## config.mk

```make
export PLATFORM = sky130hd
export DESIGN_NAME = bmp24_stream_decoder
export DESIGN_NICKNAME = d
export VERILOG_FILES = /design/src/hdl/bmp24_pkg.sv /design/src/hdl/bmp24_front.sv /design/src/hdl/bmp24_queue.sv /design/src/hdl/bmp24_back.sv /design/src/hdl/bmp24_stream_decoder.sv
export SDC_FILE = /design/constraint.sdc
export NUM_CORES = 1
export LEC_CHECK = 0
export BUFFER_PORTS_ARGS = -buffer_cell sky130_fd_sc_hd__buf_2
export CAP_MARGIN = 30
export CORE_MARGIN = 5
export CORE_UTILIZATION = 40
export DETAILED_ROUTE_END_ITERATION = 8
export MAX_ROUTING_LAYER = met4
export SYNTH_ARGS = -nofsm -noshare
export SYNTH_HDL_FRONTEND = slang
export SYNTH_SLANG_ARGS = --single-unit
```

## constraint.sdc

```tcl
create_clock -name clk -period 6.7 [get_ports clk]
set_clock_uncertainty 0.15 [all_clocks]
set_input_delay 0 -clock clk [delete_from_list [all_inputs] [get_ports clk]]
set_output_delay 0 -clock clk [all_outputs]
set_load 0.03 [all_outputs]
```

## src/hdl/bmp24_pkg.sv

```systemverilog
// Shared types and constants for the 24-bit BMP stream decoder.
// No dependencies; every other file of the block refers to this package.
package bmp24_pkg;

	localparam int FIELD_W = 20;
	localparam int QUEUE_DEPTH = 4;
	localparam int QPTR_W = $clog2(QUEUE_DEPTH);
	localparam int QCNT_W = $clog2(QUEUE_DEPTH + 1);

	localparam logic [7:0] ASCII_B = 8'h42;
	localparam logic [7:0] ASCII_M = 8'h4D;
	localparam logic [15:0] DEPTH_24 = 16'd24;
	localparam logic [5:0] HDR_LAST = 6'd53;
	localparam logic [5:0] HDR_POS_MAX = 6'd63;
	localparam logic [FIELD_W-1:0] MAX_DIM_RESET = 20'd100000;

	typedef enum logic [1:0] {
		KIND_PIXEL = 2'd0,
		KIND_HEADER = 2'd1,
		KIND_BAD = 2'd2,
		KIND_PREMATURE = 2'd3
	} kind_t;

	typedef enum logic [1:0] {
		PH_HEADER = 2'd0,
		PH_PIXEL = 2'd1,
		PH_IDLE = 2'd2
	} phase_t;

	typedef struct packed {
		logic [7:0] data_byte;
		logic first_byte;
		logic end_of_file;
	} in_item_t;

	typedef struct packed {
		kind_t kind;
		logic [7:0] red;
		logic [7:0] green;
		logic [7:0] blue;
		logic [FIELD_W-1:0] column_index;
		logic [FIELD_W-1:0] row_index;
		logic [FIELD_W-1:0] image_width;
		logic [FIELD_W-1:0] image_height;
		logic finished;
		logic last_of_run;
	} out_item_t;

	// One record per input byte that causes results. pos_a/pos_b carry the column and
	// row of a pixel or the width and height of an accepted header. tail asks for a
	// premature-end result to follow the first one.
	typedef struct packed {
		kind_t kind;
		logic tail;
		logic finished;
		logic [7:0] red;
		logic [7:0] green;
		logic [7:0] blue;
		logic [FIELD_W-1:0] pos_a;
		logic [FIELD_W-1:0] pos_b;
	} rec_t;

endpackage

```

## src/hdl/bmp24_front.sv

```systemverilog
// Front end of the BMP decoder: header parse, pixel assembly and padding skip.
// Depends on bmp24_pkg; emits one record per byte that causes results.
module bmp24_front #(
	parameter int DIM_BITS = 20
) (
	input logic clk,
	input logic arst_n,
	input logic accept,
	input bmp24_pkg::in_item_t item,
	input logic [bmp24_pkg::FIELD_W-1:0] max_dim,
	output logic rec_push,
	output bmp24_pkg::rec_t rec
);

	localparam logic [32:0] DimMax = (33'd1 << DIM_BITS) - 33'd1;

	bmp24_pkg::phase_t phase_q, phase_e, phase_n;
	logic [5:0] pos_q, pos_e, pos_n;
	logic [31:0] width_q, width_n;
	logic [31:0] height_q, height_n;
	logic [15:0] depth_q, depth_n;
	logic [DIM_BITS-1:0] col_q, col_e, col_n;
	logic [DIM_BITS-1:0] row_q, row_e, row_n;
	logic [1:0] pbi_q, pbi_e, pbi_n;
	logic [1:0] pad_q, pad_e, pad_n;
	logic [7:0] blue_q, blue_n;
	logic [7:0] green_q, green_n;

	logic [DIM_BITS:0] col_inc, row_inc, width_d, height_d;
	logic row_done, last_row, end_row, bad, hdr_ok, empty_img, emit;
	logic [7:0] b;

	always_ff @(posedge clk or negedge arst_n) begin
		if (!arst_n) begin
			phase_q <= bmp24_pkg::PH_HEADER;
			pos_q <= '0;
			width_q <= '0;
			height_q <= '0;
			depth_q <= '0;
			col_q <= '0;
			row_q <= '0;
			pbi_q <= '0;
			pad_q <= '0;
			blue_q <= '0;
			green_q <= '0;
		end else if (accept) begin
			phase_q <= phase_n;
			pos_q <= pos_n;
			width_q <= width_n;
			height_q <= height_n;
			depth_q <= depth_n;
			col_q <= col_n;
			row_q <= row_n;
			pbi_q <= pbi_n;
			pad_q <= pad_n;
			blue_q <= blue_n;
			green_q <= green_n;
		end
	end

	// A first-byte mark restarts the parse as if the state had just been cleared.
	assign phase_e = item.first_byte ? bmp24_pkg::PH_HEADER : phase_q;
	assign pos_e = item.first_byte ? 6'd0 : pos_q;
	assign col_e = item.first_byte ? '0 : col_q;
	assign row_e = item.first_byte ? '0 : row_q;
	assign pbi_e = item.first_byte ? 2'd0 : pbi_q;
	assign pad_e = item.first_byte ? 2'd0 : pad_q;
	assign b = item.data_byte;

	assign col_inc = {1'b0, col_e} + {{DIM_BITS{1'b0}}, 1'b1};
	assign row_inc = {1'b0, row_e} + {{DIM_BITS{1'b0}}, 1'b1};
	assign width_d = {1'b0, width_q[DIM_BITS-1:0]};
	assign height_d = {1'b0, height_q[DIM_BITS-1:0]};
	assign row_done = col_inc >= width_d;
	assign last_row = row_inc >= height_d;

	assign hdr_ok = (depth_q == bmp24_pkg::DEPTH_24)
		&& (width_q <= 32'(max_dim)) && (height_q <= 32'(max_dim))
		&& ({1'b0, width_q} <= DimMax) && ({1'b0, height_q} <= DimMax);
	assign empty_img = (width_q == '0) || (height_q == '0);

	always_comb begin
		phase_n = phase_e;
		pos_n = pos_e;
		width_n = width_q;
		height_n = height_q;
		depth_n = depth_q;
		col_n = col_e;
		row_n = row_e;
		pbi_n = pbi_e;
		pad_n = pad_e;
		blue_n = blue_q;
		green_n = green_q;
		emit = 1'b0;
		bad = 1'b0;
		end_row = 1'b0;
		rec = '0;

		case (phase_e)
			bmp24_pkg::PH_HEADER: begin
				case (pos_e)
					6'd0: bad = (b != bmp24_pkg::ASCII_B);
					6'd1: bad = (b != bmp24_pkg::ASCII_M);
					6'd18: width_n[7:0] = b;
					6'd19: width_n[15:8] = b;
					6'd20: width_n[23:16] = b;
					6'd21: width_n[31:24] = b;
					6'd22: height_n[7:0] = b;
					6'd23: height_n[15:8] = b;
					6'd24: height_n[23:16] = b;
					6'd25: height_n[31:24] = b;
					6'd28: depth_n[7:0] = b;
					6'd29: depth_n[15:8] = b;
					default: ;
				endcase
				if (!bad && pos_e == bmp24_pkg::HDR_LAST) begin
					if (hdr_ok) begin
						emit = 1'b1;
						rec.kind = bmp24_pkg::KIND_HEADER;
						rec.pos_a = width_q[bmp24_pkg::FIELD_W-1:0];
						rec.pos_b = height_q[bmp24_pkg::FIELD_W-1:0];
						rec.finished = empty_img;
						rec.tail = !empty_img && item.end_of_file;
						phase_n = (empty_img || item.end_of_file) ? bmp24_pkg::PH_IDLE
							: bmp24_pkg::PH_PIXEL;
					end else begin
						bad = 1'b1;
					end
				end else if (!bad && item.end_of_file) begin
					bad = 1'b1;
				end
				if (bad) begin
					emit = 1'b1;
					rec.kind = bmp24_pkg::KIND_BAD;
					phase_n = bmp24_pkg::PH_IDLE;
				end
				if (pos_e != bmp24_pkg::HDR_POS_MAX) begin
					pos_n = pos_e + 6'd1;
				end
			end
			bmp24_pkg::PH_PIXEL: begin
				if (pad_e != 2'd0) begin
					pad_n = pad_e - 2'd1;
					end_row = (pad_e == 2'd1);
				end else begin
					case (pbi_e)
						2'd0: begin
							blue_n = b;
							pbi_n = 2'd1;
						end
						2'd1: begin
							green_n = b;
							pbi_n = 2'd2;
						end
						default: begin
							emit = 1'b1;
							rec.kind = bmp24_pkg::KIND_PIXEL;
							rec.red = b;
							rec.green = green_q;
							rec.blue = blue_q;
							rec.pos_a = bmp24_pkg::FIELD_W'(col_e);
							rec.pos_b = bmp24_pkg::FIELD_W'(row_e);
							rec.finished = row_done && last_row;
							pbi_n = 2'd0;
							col_n = col_inc[DIM_BITS-1:0];
							if (row_done) begin
								pad_n = width_q[1:0];
								end_row = (width_q[1:0] == 2'd0);
							end
						end
					endcase
				end
				if (end_row) begin
					col_n = '0;
					row_n = row_inc[DIM_BITS-1:0];
					if (last_row) begin
						phase_n = bmp24_pkg::PH_IDLE;
					end
				end
				if (item.end_of_file && phase_n == bmp24_pkg::PH_PIXEL) begin
					phase_n = bmp24_pkg::PH_IDLE;
					if (emit) begin
						rec.tail = 1'b1;
					end else begin
						emit = 1'b1;
						rec.kind = bmp24_pkg::KIND_PREMATURE;
					end
				end
			end
			default: ;
		endcase
	end

	assign rec_push = accept && emit;

	hdr_pos_bound: assert property (@(posedge clk) disable iff (!arst_n)
		(phase_q == bmp24_pkg::PH_HEADER) |-> (pos_q <= bmp24_pkg::HDR_LAST))
		else $error("header position ran past the last header byte");

	pad_only_between_pixels: assert property (@(posedge clk) disable iff (!arst_n)
		(pad_q != 2'd0) |-> (pbi_q == 2'd0))
		else $error("row padding pending in the middle of a pixel");

endmodule

```

## src/hdl/bmp24_queue.sv

```systemverilog
// Short record queue between the parsing front end and the result back end.
// Depends on bmp24_pkg for the record type and the depth.
module bmp24_queue (
	input logic clk,
	input logic arst_n,
	input logic push,
	input bmp24_pkg::rec_t wr_rec,
	output logic full,
	input logic deq,
	output bmp24_pkg::rec_t rd_rec,
	output logic q_empty
);

	localparam logic [bmp24_pkg::QCNT_W-1:0] Depth = bmp24_pkg::QCNT_W'(bmp24_pkg::QUEUE_DEPTH);
	localparam logic [bmp24_pkg::QPTR_W-1:0] PtrOne = bmp24_pkg::QPTR_W'(1);
	localparam logic [bmp24_pkg::QCNT_W-1:0] CntOne = bmp24_pkg::QCNT_W'(1);

	bmp24_pkg::rec_t slot_q [bmp24_pkg::QUEUE_DEPTH];
	logic [bmp24_pkg::QPTR_W-1:0] wr_ptr_q, rd_ptr_q;
	logic [bmp24_pkg::QCNT_W-1:0] count_q;
	logic do_push, do_deq;

	assign do_push = push && !full;
	assign do_deq = deq && !q_empty;
	assign full = (count_q == Depth);
	assign q_empty = (count_q == '0);
	assign rd_rec = slot_q[rd_ptr_q];

	always_ff @(posedge clk) begin
		if (do_push) begin
			slot_q[wr_ptr_q] <= wr_rec;
		end
	end

	always_ff @(posedge clk or negedge arst_n) begin
		if (!arst_n) begin
			wr_ptr_q <= '0;
			rd_ptr_q <= '0;
			count_q <= '0;
		end else begin
			if (do_push) begin
				wr_ptr_q <= wr_ptr_q + PtrOne;
			end
			if (do_deq) begin
				rd_ptr_q <= rd_ptr_q + PtrOne;
			end
			case ({do_push, do_deq})
				2'b10: count_q <= count_q + CntOne;
				2'b01: count_q <= count_q - CntOne;
				default: ;
			endcase
		end
	end

	count_bound: assert property (@(posedge clk) disable iff (!arst_n)
		count_q <= Depth)
		else $error("record queue count beyond its depth");

	no_push_when_full: assert property (@(posedge clk) disable iff (!arst_n)
		full |-> !push)
		else $error("record pushed into a full queue");

endmodule

```

## src/hdl/bmp24_back.sv

```systemverilog
// Back end of the BMP decoder: expands queued records into result items.
// Depends on bmp24_pkg; holds the output register seen by the result channel.
module bmp24_back (
	input logic clk,
	input logic arst_n,
	input bmp24_pkg::rec_t rd_rec,
	input logic q_empty,
	output logic deq,
	input logic pop,
	output logic empty,
	output bmp24_pkg::out_item_t result
);

	bmp24_pkg::out_item_t out_q, first_item, tail_item;
	logic valid_q, tail_pending_q, out_free;

	assign out_free = !valid_q || pop;
	assign deq = out_free && !tail_pending_q && !q_empty;
	assign empty = !valid_q;
	assign result = out_q;

	always_comb begin
		first_item = '0;
		first_item.kind = rd_rec.kind;
		first_item.finished = rd_rec.finished;
		first_item.last_of_run = !rd_rec.tail;
		case (rd_rec.kind)
			bmp24_pkg::KIND_PIXEL: begin
				first_item.red = rd_rec.red;
				first_item.green = rd_rec.green;
				first_item.blue = rd_rec.blue;
				first_item.column_index = rd_rec.pos_a;
				first_item.row_index = rd_rec.pos_b;
			end
			bmp24_pkg::KIND_HEADER: begin
				first_item.image_width = rd_rec.pos_a;
				first_item.image_height = rd_rec.pos_b;
			end
			default: ;
		endcase
		tail_item = '0;
		tail_item.kind = bmp24_pkg::KIND_PREMATURE;
		tail_item.last_of_run = 1'b1;
	end

	always_ff @(posedge clk) begin
		if (out_free) begin
			out_q <= tail_pending_q ? tail_item : first_item;
		end
	end

	always_ff @(posedge clk or negedge arst_n) begin
		if (!arst_n) begin
			valid_q <= 1'b0;
			tail_pending_q <= 1'b0;
		end else if (out_free) begin
			if (tail_pending_q) begin
				valid_q <= 1'b1;
				tail_pending_q <= 1'b0;
			end else begin
				valid_q <= !q_empty;
				tail_pending_q <= !q_empty && rd_rec.tail;
			end
		end
	end

	tail_follows_open_run: assert property (@(posedge clk) disable iff (!arst_n)
		tail_pending_q |-> (valid_q && !out_q.last_of_run))
		else $error("premature-end tail pending without an open run");

	tail_is_premature_end: assert property (@(posedge clk) disable iff (!arst_n)
		(tail_pending_q && pop) |=> (valid_q && out_q.kind == bmp24_pkg::KIND_PREMATURE))
		else $error("tail result is not a premature end");

endmodule

```

## src/hdl/bmp24_stream_decoder.sv

```systemverilog
// Top level of the 24-bit BMP stream decoder.
// Depends on bmp24_pkg and instantiates bmp24_front, bmp24_queue and bmp24_back.
//
// The file arrives one byte per transfer on the input queue port: an item is taken
// at a clock edge where push is high and full is low. The item carries the byte, a
// first-byte mark that restarts the parse and an end-of-file mark. Results leave
// through the output queue port: the oldest result sits on result while empty is
// low, and a transfer completes at an edge where pop is high and empty is low.
// A byte that causes results writes its record into the record queue at its transfer;
// the back end moves its results on to the output register. The block takes one byte
// every cycle while full is low; the front end parses a byte in the cycle it arrives,
// and a four-record queue absorbs the back end's stalls. A byte with two results (a
// premature end after a pixel or a header) holds the back end until its second result
// is in the output register. When the receiver stops popping, the queue fills and
// full rises; no result is lost. The max_dimension register is written through
// cfg_valid/cfg_data; cfg_ready is always high, and writes belong in idle periods.
// Reset sets max_dimension to 100000, empties the queue and the output register and
// makes the next byte byte 0 of a file.
module bmp24_stream_decoder #(
	parameter int DIM_BITS = 20
) (
	input logic clk,
	input logic arst_n,
	input logic push,
	output logic full,
	input bmp24_pkg::in_item_t item,
	output logic empty,
	input logic pop,
	output bmp24_pkg::out_item_t result,
	input logic cfg_valid,
	output logic cfg_ready,
	input logic [bmp24_pkg::FIELD_W-1:0] cfg_data
);

	logic [bmp24_pkg::FIELD_W-1:0] max_dim_q;
	logic accept, rec_push, q_empty, deq;
	bmp24_pkg::rec_t wr_rec, rd_rec;

	// The configuration register takes a write in any cycle.
	assign cfg_ready = 1'b1;

	always_ff @(posedge clk or negedge arst_n) begin
		if (!arst_n) begin
			max_dim_q <= bmp24_pkg::MAX_DIM_RESET;
		end else if (cfg_valid && cfg_ready) begin
			max_dim_q <= cfg_data;
		end
	end

	// Input transfer: the front end's state advances only on accepted bytes.
	assign accept = push && !full;

	bmp24_front #(
		.DIM_BITS(DIM_BITS)
	) u_front (
		.clk(clk),
		.arst_n(arst_n),
		.accept(accept),
		.item(item),
		.max_dim(max_dim_q),
		.rec_push(rec_push),
		.rec(wr_rec)
	);

	// Only bytes that cause results enter the queue; header and colour bytes
	// before a pixel's red byte leave no record.
	bmp24_queue u_queue (
		.clk(clk),
		.arst_n(arst_n),
		.push(rec_push),
		.wr_rec(wr_rec),
		.full(full),
		.deq(deq),
		.rd_rec(rd_rec),
		.q_empty(q_empty)
	);

	bmp24_back u_back (
		.clk(clk),
		.arst_n(arst_n),
		.rd_rec(rd_rec),
		.q_empty(q_empty),
		.deq(deq),
		.pop(pop),
		.empty(empty),
		.result(result)
	);

	result_follows_record: assert property (@(posedge clk) disable iff (!arst_n)
		rec_push |=> ##1 !empty)
		else $error("a pushed record produced no visible result");

endmodule

```

Yosys cells after proc, flatten, opt, wreduce, memory -nomap -nowiden
Memories as Yosys holds them, arrays and structs flattened.
Index checks and enable logic that the tools add are counted.
Widths: inputs -> output; s select.
{"block": "classes", "add_sub_neg": 8, "magnitude_cmp": 6, "eq_ne": 24, "n_mux": 66, "bitwise": 3, "n_reduce_logical": 51}
{"op": "$mux 20", "n": 8}
{"op": "$mux 65", "n": 2}
{"op": "$mux 40", "n": 2}
{"op": "$pmux 40 s2", "n": 1}
{"op": "$le 32x20->1", "n": 2}
{"op": "$le 32x20->1 const B", "n": 2}
{"op": "$logic_not 32->1", "n": 2}
{"op": "$eq 6x5->1 const B", "n": 10}
{"op": "$add 20x1->21 const B", "n": 2}
{"op": "$ge 21x20->1", "n": 2}
{"op": "$mux 2", "n": 19}
{"op": "$reduce_and 3->1", "n": 10}
{"op": "$mux 24", "n": 1}
{"op": "$mux 1", "n": 21}
{"op": "$mux 6", "n": 3}
{"op": "$eq 16x5->1 const B", "n": 1}
{"op": "$logic_and 1x1->1", "n": 16}
{"op": "$ne 8x7->1 const B", "n": 2}
{"op": "$eq 2x1->1 const B", "n": 6}
{"op": "$logic_not 2->1", "n": 4}
{"op": "$pmux 2 s2", "n": 2}
{"op": "$pmux 4 s2", "n": 1}
{"op": "$reduce_and 4->1", "n": 2}
{"op": "$logic_not 1->1", "n": 7}
{"op": "20 further kinds", "n": 30}
{"block": "totals", "reg_bits": 285, "mem_bits_rw": 272, "out_inout_bits": 111, "n_memories": 1}
{"memory": "u_queue.slot_q", "depth": 4, "word_bits": 68, "rd": 1, "rd_clocked_by_memory_dff": 0, "write_ports": 1, "line_no": "bmp24_queue.sv:18", "source": "bmp24_pkg::rec_t slot_q [bmp24_pkg::QUEUE_DEPTH];"}

Longest topological paths before layout
Gate-level depths: netlist (run 1).
{"block": "logic_depth", "word_depth": 17, "depth_mapped": 26, "depth_no_buf": 22}

By module
From an unflattened synthesis (run 1), not the netlist that was laid out.
{"block": "hier_totals", "cells_unflattened": 1844, "area_unflattened_um2": 25833.5}
{"module": "bmp24_front", "instances": 1, "cells_each": 1124, "area_each_um2": 10448.8, "seq_area_each_um2": 3703.6}
{"module": "bmp24_queue", "instances": 1, "cells_each": 393, "area_each_um2": 10314.9, "seq_area_each_um2": 8343.0}
{"module": "bmp24_back", "instances": 1, "cells_each": 282, "area_each_um2": 4221.5, "seq_area_each_um2": 3293.2}
{"module": "bmp24_stream_decoder", "instances": 1, "cells_each": 45, "area_each_um2": 848.3, "seq_area_each_um2": 508.0}

Worst setup path before layout (run 1)
Ideal clock, no wire load.
{"block": "synth_path", "kind": "input-to-reg", "start": "input item[1] (netlist bit)", "end": "memory u_queue.slot_q[0][0] (netlist bit) (enable)", "setup_ps": 503, "arrival_time_ps": 7240, "t_required_ps": 6047, "setup_slack_ps": -1193, "cell_stages": 22, "cell_sequence": "buf_2 -> clkbuf_1 -> clkbuf_1 -> clkbuf_1 -> clkbuf_1 -> nor2b_1 -> ha_1 -> and3_2 -> nand3_2 -> nor4_1 -> nand3_1 -> or3_1 -> a21oi_1 -> ha_1 -> a21o_1 -> a21oi_1 -> o41a_1 -> a2bb2oi_1 -> o21a_2 -> or2_4 -> a21oi_4 -> nor2b_1"}
{"block": "synth_between", "elab_chain_len": 17}
{"item": "start: declaration", "line_no": "bmp24_stream_decoder.sv:26", "source": "input bmp24_pkg::in_item_t item,"}
{"item": "$mux 20", "line_no": "bmp24_front.sv:64", "source": "assign col_e = item.first_byte ? '0 : col_q;"}
{"item": "$add 20x1->21", "line_no": "bmp24_front.sv:70", "source": "assign col_inc = {1'b0, col_e} + {{DIM_BITS{1'b0}}, 1'b1};"}
{"item": "$ge 21x20->1", "line_no": "bmp24_front.sv:74", "source": "assign row_done = col_inc >= width_d;"}
{"item": "$mux 1", "line_no": "bmp24_front.sv:166", "source": "if (row_done) begin"}
{"item": "$mux 1", "line_no": "bmp24_front.sv:146", "source": "case (pbi_e)"}
{"item": "$mux 1", "line_no": "bmp24_front.sv:142", "source": "if (pad_e != 2'd0) begin"}
{"item": "$mux 1", "line_no": "bmp24_front.sv:99", "source": "case (phase_e)"}
{"item": "$mux 2", "line_no": "bmp24_front.sv:173", "source": "if (end_row) begin"}
{"item": "$mux 2", "line_no": "bmp24_front.sv:99"}
{"item": "$eq 2x1->1", "line_no": "bmp24_front.sv:180", "source": "if (item.end_of_file && phase_n == bmp24_pkg::PH_PIXEL) begin"}
{"item": "$logic_and 1x1->1", "line_no": "bmp24_front.sv:180"}
{"item": "$mux 1", "line_no": "bmp24_front.sv:180"}
{"item": "$pmux 1 s2 *", "line_no": "bmp24_front.sv:99"}
{"item": "$logic_and 1x1->1 *", "line_no": "bmp24_front.sv:194", "source": "assign rec_push = accept && emit;"}
{"item": "$logic_and 1x1->1 *", "line_no": "bmp24_queue.sv:23", "source": "assign do_push = push && !full;"}
{"item": "$mux 1 *", "line_no": "bmp24_queue.sv:30", "source": "if (do_push) begin"}
{"item": "$mux 1 (not written as such) *", "line_no": "bmp24_queue.sv:31", "source": "slot_q[wr_ptr_q] <= wr_rec;"}
{"item": "end: declaration", "line_no": "bmp24_queue.sv:18"}
Every way passes the cells marked *; elsewhere a longest branch is shown, timed or not. The select of a mux whose other input is x is not followed.

Worst setup path in the final report (run 1)
{"block": "layout_path", "start": "register u_front.col_q[0]", "end": "register u_queue.count_q[1] (netlist bit)"}
{"block": "layout_between", "elab_chain_len": 17}
{"item": "start: declaration", "line_no": "bmp24_front.sv:22", "source": "logic [DIM_BITS-1:0] col_q, col_e, col_n;"}
{"item": "start signal: assignment", "line_no": "bmp24_front.sv:52", "source": "col_q <= col_n;"}
{"item": "$mux 20 *", "line_no": "bmp24_front.sv:64"}
{"item": "$add 20x1->21 *", "line_no": "bmp24_front.sv:70"}
{"item": "$ge 21x20->1 *", "line_no": "bmp24_front.sv:74"}
{"item": "$mux 1 *", "line_no": "bmp24_front.sv:166"}
{"item": "$mux 1 *", "line_no": "bmp24_front.sv:146"}
{"item": "$mux 1 *", "line_no": "bmp24_front.sv:142"}
{"item": "$mux 1 *", "line_no": "bmp24_front.sv:99"}
{"item": "$mux 2 *", "line_no": "bmp24_front.sv:173"}
{"item": "$mux 2 *", "line_no": "bmp24_front.sv:99"}
{"item": "$eq 2x1->1 *", "line_no": "bmp24_front.sv:180"}
{"item": "$logic_and 1x1->1 *", "line_no": "bmp24_front.sv:180"}
{"item": "$mux 1 *", "line_no": "bmp24_front.sv:180"}
{"item": "$pmux 1 s2 *", "line_no": "bmp24_front.sv:99"}
{"item": "$logic_and 1x1->1 *", "line_no": "bmp24_front.sv:194"}
{"item": "$logic_and 1x1->1 *", "line_no": "bmp24_queue.sv:23"}
{"item": "$eq 2x1->1 / $eq 2x2->1 (equally long branches)", "line_no": "bmp24_queue.sv:47", "source": "case ({do_push, do_deq})"}
{"item": "$pmux 3 s2 / $reduce_bool 2->1 (equally long branches)"}
{"item": "end signal: assignment", "line_no": "bmp24_queue.sv:48", "source": "2'b10: count_q <= count_q + CntOne;"}
{"item": "end signal: assignment", "line_no": "bmp24_queue.sv:49", "source": "2'b01: count_q <= count_q - CntOne;"}
{"item": "end: declaration", "line_no": "bmp24_queue.sv:20", "source": "logic [bmp24_pkg::QCNT_W-1:0] count_q;"}
Marked as above.
A chain may end at the register's enable or synchronous reset.

==> impl_metrics.ini, run 1 <==
[status]
status = completed

[logic_synthesis]
yosysSeqAreaShare = 0.6350
ys_types = 69
synth_area_leaders = edfxtp_1 (46%), dfrtp_1 (17%), mux4_2 (6.1%)
yosys.area.top_type = edfxtp_1
syn_inst = 1787
netlist.area_leader.share = 0.4572
ys_warn_count = 0
ys.flop_type = edfxtp_1
async_flop_share = 0.3178
ys_ff_latch = 557
synth.avg_cell_area_um2 = 13.97
syn_nets = 1915
synth_edf_count = 380
synth_area_um2 = 24960

[clock_tree]
cts_inserted_buffers = 59
cts_tree = done
clock-sinks = 557
cts_root_buf = clkbuf_16
clk_path_buf_depth = 3
clk_pin_slew_worst_paths_ps = 60
post_cts_buffers = 0
insertion_delay_ps = 620
htree_levels = 2

[hold_path]
holdPathEnd = u_back.valid_q
hp-class = input port to flip-flop
hold_depth = 5
hold_start = pop

[timing]
max_slew_margin = 0.2918
finalSetupViolCount = 0
rsz0062_at_grt = no
worst_slack_ps = 571.1
timing.final.crit_share = 0.9148
post-route-min-period_ps = 6129
setup_tns_ps = 0
whs_ps = 181.9
hold_viol = 0
tightestPinTransition_ps = 1051
fmax_mhz = 163.2
drv_slew = 0

[grt]
grt_pass1_vias = 15760
grt_remaining_overflow = 0
antenna_found_initial = 3
track_usage = 0.1801
grt_max_degree = 74
grt_pass1_wl_um = 92890

[cells_and_area]
syn_to_final_growth_pct = 19.39
fillCellCount = 5420
num-nets-final = 2161
fin_util = 0.4828
multi_input_area_um2 = 8546
drive_gt1_frac = 0.2204
final-seq-area_um2 = 15850

[pwr]
p_leak_nw = 12.25
p_per_area_nw_per_um2 = 316.2
ir_drop_mv = 0.2434
finalPower_mw = 9.421

[critical_path]
endpoint_kind = flip-flop
r2r_cells = 19
worstSetupPathType = flip-flop to flip-flop
worstPathMaxFanout = 7
arrival_ps = 6470
worstPathRequired_ps = 7040
r2r-end = u_queue.count_q[1]
r2r_slack_ps = 570
r2r-start = u_front.col_q[0]
start_kind = flip-flop

[route]
first_pass_iters = 5
detail-route-antenna-nets = 0
routed_wl_um = 58750
viasPerCell = 5.292
drtIter0Drc = 1020
drc_errors = 0
vias = 15460
detail_route.wl_per_cell_um = 20.11

[floorplanning]
rows = 91
die_y_um = 259.8
fp.dieW_um = 259.8
initial_core_util = 0.4044
dieArea_um2 = 67490
core-area_um2 = 61710
io_pins = 146

[placed_design]
place_ws_ps = 654.1
port_buffers = 144
routabilityCongestion = 0.9214
dp_hpwl_um = 39220

[run]
cap_violations = 0
-- Yosys cell counts, types with 10 or more instances --
| library cell | n |
|---|---|
| xor2_1 | 12 |
| o21ai_0 | 94 |
| and3_1 | 31 |
| dfrtp_1 | 171 |
| nand4_1 | 23 |
| ha_1 | 92 |
| mux4_2 | 68 |
| xnor2_1 | 31 |
| nor3_1 | 12 |
| and2_1 | 109 |
| nor4_1 | 23 |
| nor2_1 | 70 |
| nand2b_1 | 27 |
| a21oi_1 | 66 |
| edfxtp_1 | 380 |
| or3_1 | 10 |
| inv_1 | 82 |
| nand3_1 | 31 |
| nand2_1 | 120 |
| a22o_1 | 23 |
| nor2b_1 | 22 |
| clkbuf_1 | 68 |
| mux2_2 | 99 |
-- sequential cells by signal (all words and copies together) (netlist names), 3 cells and up --
register	flops
max_dim_q	20
u_back.result	108
u_front.green_q	8
u_front.row_q	20
u_front.depth_q	16
u_front.height_q	32
u_front.blue_q	8
u_queue.count_q	3
u_queue.slot_q	272
u_front.col_q	20
u_front.pos_q	6
u_front.width_q	32
-- cell type report --
cell class | instances | share of cell area
repair buffers | 266 | 0.06639
clock buffers | 85 | 0.05745
inverters | 82 | 0.01041
clock inverters | 26 | 0.01167
multi-input cells | 1067 | 0.2868
flip-flops and latches | 557 | 0.5320
diodes | 1 | 0.00008398
well taps | 837 | 0.03515
-- worst max-delay path: stages (launching register included) --
cell and delay [ps]:
dfrtp_1 390, nor2b_1 270, ha_1 270, and3_2 230, nand3_2 170, nor4_1 750, nand3_1 250, or3_1 360
a21oi_1 170, ha_1 190, nand4_1 170, nor4_1 400, nand2_1 90, o211a_1 270, o21a_2 250, or2_4 290
a21oi_4 390, ha_1 280, fa_1 420, mux2_2 270
-- layer usage --
metal / global-route usage / routed length (um) / vias up
met4: 0.04022 / 1012 / 0
li1: - / - / 7148
met5: - / 0 / -
met1: 0.2595 / 27090 / 7805
met2: 0.2740 / 27040 / 429
met3: 0.02796 / 3603 / 76
-- per-stage QoR --
step	instances	instance area, um^2
after CTS	2918	29780
after global routing	2921	29800
after floorplan	1787	24960
after global placement	2711	26740
final	2921	29800
after detailed placement	2712	26750
-- what timing repair did --
item	CTS	global route
hold buffers	95	0
hold endpoints to repair	356	0
gates resized for setup	0	0
-- how the worst max path moves through the flow --
stage / start / endpoint / slack (ps)
3_3_place_gp: u_front.col_q[0] / u_queue.count_q[1] / 880
2_1_floorplan: item[1] / u_queue.slot_q[0][0] / -1190
4_1_cts: u_front.col_q[0] / u_queue.count_q[1] / 630
6_report: u_front.col_q[0] / u_queue.count_q[1] / 570
5_1_grt: u_front.col_q[0] / u_queue.count_q[1] / 220
3_5_place_dp: u_front.col_q[0] / u_queue.count_q[1] / 650
-- placed cells by master (no fill, tap or decap), types with 27 or more instances in the layout --
cell	count
edfxtp_1	380
dfrtp_1	169
buf_2	144
nand2_1	120
and2_1	108
mux2_2	99
dlygate4sd3_1	94
o21ai_0	93
ha_1	92
inv_1	81
mux4_2	68
nor2_1	67
a21oi_1	66
clkbuf_16	62
and3_1	31
xnor2_1	31
nand3_1	31
nand2b_1	27
-- report_power, final --
part           leakage, nW  switching (mW)  total (mW)  internal (mW)
sequential            6.38           0.177        4.20           4.03
combinational         4.87            1.13        1.83          0.704
clock                 1.01            1.33        3.38           2.05
total                 12.3            2.64        9.42           6.78
-- cells by family (layout without fill, tap and decap cells) --
kind of cell               count (synthesis)  count (layout)  share of synthesized area
other                                      1               2                  0.0001503
xor gates and xnor gates                  43              43                    0.01509
adders and majority gates                 93              93                    0.04693
AOI/OAI and AO/OA                        253             253                    0.06247
DFF                                      557             557                     0.6350
and+or+nand+nor                          507             507                     0.1082
muxes                                    170             170                     0.1073
buffers and inverters                    163             459                    0.02487
Power figures use the tool's default switching activity.
==> inputs of run 2 (changes only) <==
==> constraint.sdc (replaced) <==
create_clock -name clk -period 6.7 [get_ports clk]
set_clock_uncertainty 0.15 [all_clocks]
set_input_delay 0.67 -clock clk [delete_from_list [all_inputs] [get_ports clk]]
set_output_delay 0.67 -clock clk [all_outputs]
set_load 0.03 [all_outputs]
==> run 2 against run 1 <==
Clock power down 3%. Wire length decreased by 0.20%. Critical path type unchanged. Flip-flop and latch count is the same. Via count shrank 1.8%. Utilization fell by 1.4 points. Hold slack lost 73 ps. First-iteration DRC count grew 10%. Largest power group unchanged. Maximum frequency is 6.1% higher. Sequential share of layout area grew 1.5 points.
==> impl_metrics.ini, run 2 (same netlist as run 1, synthesis figures left out) <==
[run]
cap_violations = 0

[clock_tree]
cts_tree = done
clk_pin_slew_worst_paths_ps = 60
ctsResizeCount = 0
cts_inserted_buffers = 58
clock-sinks = 557
htree_levels = 2
cts_root_buf = clkbuf_16
clk_path_buf_depth = 3
insertion_delay_ps = 620

[grt]
antenna_found_initial = 3
track_usage = 0.1775
gr-max-usage-layer = met2
grt_pass1_wl_um = 91110
grt_remaining_overflow = 0
met3_usage = 0.03417
grt_pass1_vias = 15250
met2_usage = 0.2698
grt_max_degree = 81
gr-usage-met1 = 0.2509

[status]
status = completed

[cells_and_area]
syn_to_final_growth_pct = 16.02
final_cell_area_um2 = 28950
final_common_cell = edfxtp_1
largest_reg_flops = 272
num-nets-final = 2076
drive_gt1_frac = 0.2317
mostFrequentLayoutCells = edfxtp_1 (380), dfrtp_1 (169), buf_2 (144)
regMostFlops = u_queue.slot_q
fillCellCount = 5466

[timing]
drv_slew = 0
post-route-min-period_ps = 5775
fmax_mhz = 173.2
max_slew_margin = 0.2993
timing.final.crit_share = 0.8619
setup_tns_ps = 0
rsz0062_at_grt = no
whs_ps = 109.4
hold_viol = 0
finalSetupViolCount = 0
tightestPinTransition_ps = 1040

[placed_design]
placed_area_um2 = 26940
routabilityCongestion = 0.8996
port_buffers = 144
dp_hpwl_um = 40070

[route]
routed_wl_um = 58630
first_pass_iters = 6
drtIter0Drc = 1127
vias = 15180
viasPerCell = 5.349
detail_route.wl_per_cell_um = 20.66
drc_errors = 0
detail-route-antenna-nets = 0

[hold_path]
hp-class = input port to flip-flop

[critical_path]
cp_common_cell = ha_1
start_kind = flip-flop
crit_family = simple AND/OR/NAND/NOR gates
path_buf_inv = 1
arrival_ps = 6110
worstPathRequired_ps = 7040
worstSetupPathType = flip-flop to flip-flop
critical_path.cell_chain = nor2b_1 > ha_1 > and3_2 > nand3_2 > nor4_1 > buf_4 > nand3_1 > or3_1 > a21oi_1 > ha_1 > nand4_1 > nor4_1 > nand2_1 > o211a_1 > o21a_2 > or2_4 > a21oi_4 > ha_1 > fa_1 > mux2_2
cp_slowest_cell = fa_1
max_stage_delay_ps = 430
endpoint_kind = flip-flop
worstPathMaxFanout = 7

[floorplanning]
core-area_um2 = 61710
dieArea_um2 = 67490
io_pins = 146
die_y_um = 259.8
fp.dieW_um = 259.8
rows = 91
initial_core_util = 0.4044

[pwr]
ir_drop_mv = 0.2483
p_leak_nw = 11.91
p_per_area_nw_per_um2 = 321.4
[run 2: repair_timing]
action | CTS | global route
endpoints found under the hold margin | 23 | 0
hold buffers | 1 | 0
buffers inserted | 0 | 0
[run 2: through the flow]
| step | utilization | power (mW) | instances | setup WS (ps) |
|---|---|---|---|---|
| floorplan | - | 5.511 | 1787 | -552.5 |
| finish | 0.4692 | 9.306 | 2838 | 925.0 |
| detailed placement | 0.4366 | 6.157 | 2722 | 590.8 |
| global route | 0.4692 | 9.740 | 2838 | 642.2 |
| CTS | 0.4685 | 9.454 | 2833 | 972.7 |
| global placement | 0.4351 | 6.100 | 2718 | 680.6 |
[run 2: worst reg2reg max path, cell delays in order, from the launching register on]
cell	delay (ps)
dfrtp_1	410
nor2b_1	280
ha_1	280
and3_2	230
nand3_2	160
nor4_1	370
buf_4	200
nand3_1	120
or3_1	330
a21oi_1	160
ha_1	180
nand4_1	160
nor4_1	390
nand2_1	90
o211a_1	270
o21a_2	240
or2_4	290
a21oi_4	370
ha_1	290
fa_1	430
mux2_2	270
[run 2: power by group]
part | switching, mW | internal [mW] | leakage, nW
Sequential | 0.155 | 4.03 | 6.38
Clock | 1.33 | 1.94 | 0.942
Combinational | 1.16 | 0.693 | 4.59
[run 2: layer usage]
layer,vias to the layer above,wire length [um],part of all wire
met3,91,3555,0.061
met1,7661,27220,0.46
met4,0,1274,0.022
met5,-,0,0
met2,429,26580,0.45
li1,6999,-,-
[run 2: final cells by class]
cell class / count / area (um^2) / share of cell area
sequential: 557 / 15850 / 0.5475
timing repair buffer: 182 / 1234 / 0.04261
antenna: 3 / 7.507 / 0.0002593
tap: 837 / 1047 / 0.03617
inverter: 82 / 310.3 / 0.01072
multi-input combinational: 1067 / 8543 / 0.2951
clock buffer: 79 / 1592 / 0.05497
clock inverter: 31 / 367.9 / 0.01270
[run 2: path summary, 6_finish.rpt]
kind / startpoint / endpoint / slack [ps] / depth (start not counted)
worst max-delay path: u_front.col_q[0] / u_queue.count_q[1] / 920 / 20
worst min-delay path: cfg_data[17] / max_dim_q[17] / 110 / 3
worst max register to register: u_front.col_q[0] / u_queue.count_q[1] / 920 / 20
worst min register to register: u_front.green_q[7] / u_front.green_q[7] / 350 / 1
max in group asynchronous: arst_n / max_dim_q[16] / 4680 / 5
min in group asynchronous: arst_n / u_front.green_q[4] / 380 / 2
==> inputs of run 3 (changes only) <==
--- a/config.mk
+++ b/config.mk
@@ -5,12 +5,14 @@
 export SDC_FILE = /design/constraint.sdc
 export NUM_CORES = 1
 export LEC_CHECK = 0
+export ABC_CLOCK_PERIOD_IN_PS = 6700
 export BUFFER_PORTS_ARGS = -buffer_cell sky130_fd_sc_hd__buf_2
 export CAP_MARGIN = 30
 export CORE_MARGIN = 5
 export CORE_UTILIZATION = 40
 export DETAILED_ROUTE_END_ITERATION = 8
 export MAX_ROUTING_LAYER = met4
+export RECOVER_POWER = 25
 export SYNTH_ARGS = -nofsm -noshare
 export SYNTH_HDL_FRONTEND = slang
 export SYNTH_SLANG_ARGS = --single-unit
==> run 3 against run 2 <==
The run now ends with capacitance limit, slew limit left. Clock power barely moved. Count of clock-buffer cells in the layout did not move. Die area did not move. Combinational power fell by 2%. First-iteration DRC count rose by 6.6%. Utilization fell by 0.29 points. Via count barely moved. Maximum frequency fell by 0.32%. Critical path type unchanged.
==> impl_metrics.ini, run 3 (same netlist as run 1, synthesis figures left out) <==
[critical_path]
crit_family = simple AND/OR/NAND/NOR gates
start_kind = flip-flop
worstPathRequired_ps = 7040
critical_path.cell_chain = nor2b_1 > ha_1 > and3_2 > nand3_2 > nor4_1 > buf_4 > nand3_1 > or3_1 > a21oi_1 > ha_1 > nand4_1 > nor4_1 > nand2_1 > o211a_1 > o21a_2 > or2_4 > a21oi_4 > ha_1 > fa_1 > mux2_2
path_buf_inv = 1
cp_slowest_cell = fa_1
cp_common_cell = ha_1
endpoint_kind = flip-flop
worstPathMaxFanout = 7
arrival_ps = 6130
worstSetupPathType = flip-flop to flip-flop
max_stage_delay_ps = 430

[cells_and_area]
mostFrequentLayoutCells = edfxtp_1 (380), dfrtp_1 (170), clkbuf_1 (130)
num-nets-final = 2076
syn_to_final_growth_pct = 15.29
drive_gt1_frac = 0.1742
multi_input_area_um2 = 8543
fin_util = 0.4662
largest_reg_flops = 272
final_cell_area_um2 = 28770
final_common_cell = edfxtp_1
final-seq-area_um2 = 15850
finalNonFillerCells = 2838
regMostFlops = u_queue.slot_q
fillCellCount = 5542

[timing]
whs_ps = 109.0
hold_viol = 0
tightestPinTransition_ps = 2148
timing.final.crit_share = 0.8648
finalSetupViolCount = 0
setup_tns_ps = 0
drv_slew = 170
fmax_mhz = 172.6
post-route-min-period_ps = 5794
rsz0062_at_grt = no
max_slew_margin = -0.4317
worst_slack_ps = 906.2

[route]
detail-route-antenna-nets = 0
drtIter0Drc = 1201
routed_wl_um = 58680
detail_route.wl_per_cell_um = 20.68
vias = 15170
first_pass_iters = 5
drc_errors = 0
viasPerCell = 5.346

[clock_tree]
clock-sinks = 557
clk_path_buf_depth = 3
cts_inserted_buffers = 58
clk_pin_slew_worst_paths_ps = 60
cts_tree = done
insertion_delay_ps = 620
htree_levels = 2
cts_root_buf = clkbuf_16

[floorplanning]
io_pins = 146
rows = 91
dieArea_um2 = 67490
core-area_um2 = 61710
initial_core_util = 0.4044
fp.dieW_um = 259.8
die_y_um = 259.8

[grt]
gr-max-usage-layer = met2
grt_pass1_vias = 15250
antenna_found_initial = 2
grt_max_degree = 81
track_usage = 0.1775
met3_usage = 0.03417
grt_remaining_overflow = 0
gr-usage-met1 = 0.2509
met2_usage = 0.2698
grt_pass1_wl_um = 91110

[status]
failed_checks = capacitance limit, slew limit
status = finished, violations left

[placed_design]
routabilityCongestion = 0.8996
place_ws_ps = 590.8
place_inst = 2722
port_buffers = 144
placed_area_um2 = 26940
dp_hpwl_um = 40070

[run]
cap_violations = 4

[pwr]
ir_drop_mv = 0.2477
p_leak_nw = 11.52
finalPower_mw = 9.271
p_per_area_nw_per_um2 = 322.2

[hold_path]
hp-class = input port to flip-flop
-- run 3: power by group --
| group | internal [mW] | total [mW] | switching (mW) |
|---|---|---|---|
| registers | 4.03 | 4.19 | 0.160 |
| logic | 0.654 | 1.81 | 1.16 |
| clock network | 1.94 | 3.27 | 1.33 |
| total | 6.62 | 9.27 | 2.65 |
-- run 3: worst min-delay path, cell delays in order --
cell     delay [ps]
buf_2            70
nand2_1          30
o21ai_0          60
-- run 3: worst paths after layout --
path	from	end	slack [ps]	cells after the start
min	cfg_data[17]	max_dim_q[17]	110	3
max	u_front.col_q[0]	u_queue.count_q[1]	910	20
min reg2reg	u_front.green_q[1]	u_front.green_q[1]	350	1
min in group asynchronous	arst_n	u_front.green_q[4]	870	2
max reg2reg	u_front.col_q[0]	u_queue.count_q[1]	910	20
max in group asynchronous	arst_n	u_front.depth_q[5]	2260	5
-- run 3: what timing repair did --
item	CTS	global route
setup endpoints to repair	0	0
endpoints found under the hold margin	23	0
gates resized for setup	0	0
hold buffers	1	0
buffers inserted	0	0
-- run 3: layout make-up --
| cell class | count | area share |
|---|---|---|
| Multi-Input combinational cell | 1067 | 0.2969 |
| Antenna cell | 3 | 0.0002609 |
| Timing Repair Buffer | 182 | 0.03675 |
| Inverter | 82 | 0.01074 |
| Sequential cell | 557 | 0.5508 |
| Tap cell | 837 | 0.03640 |
| Clock inverter | 31 | 0.01278 |
| Clock buffer | 79 | 0.05531 |
-- run 3: routing by layer --
| metal | vias up | wire [um] |
|---|---|---|
| met5 | - | 0 |
| met4 | 0 | 1206 |
| met3 | 83 | 3498 |
| met2 | 406 | 26620 |
| met1 | 7691 | 27360 |
| li1 | 6993 | - |
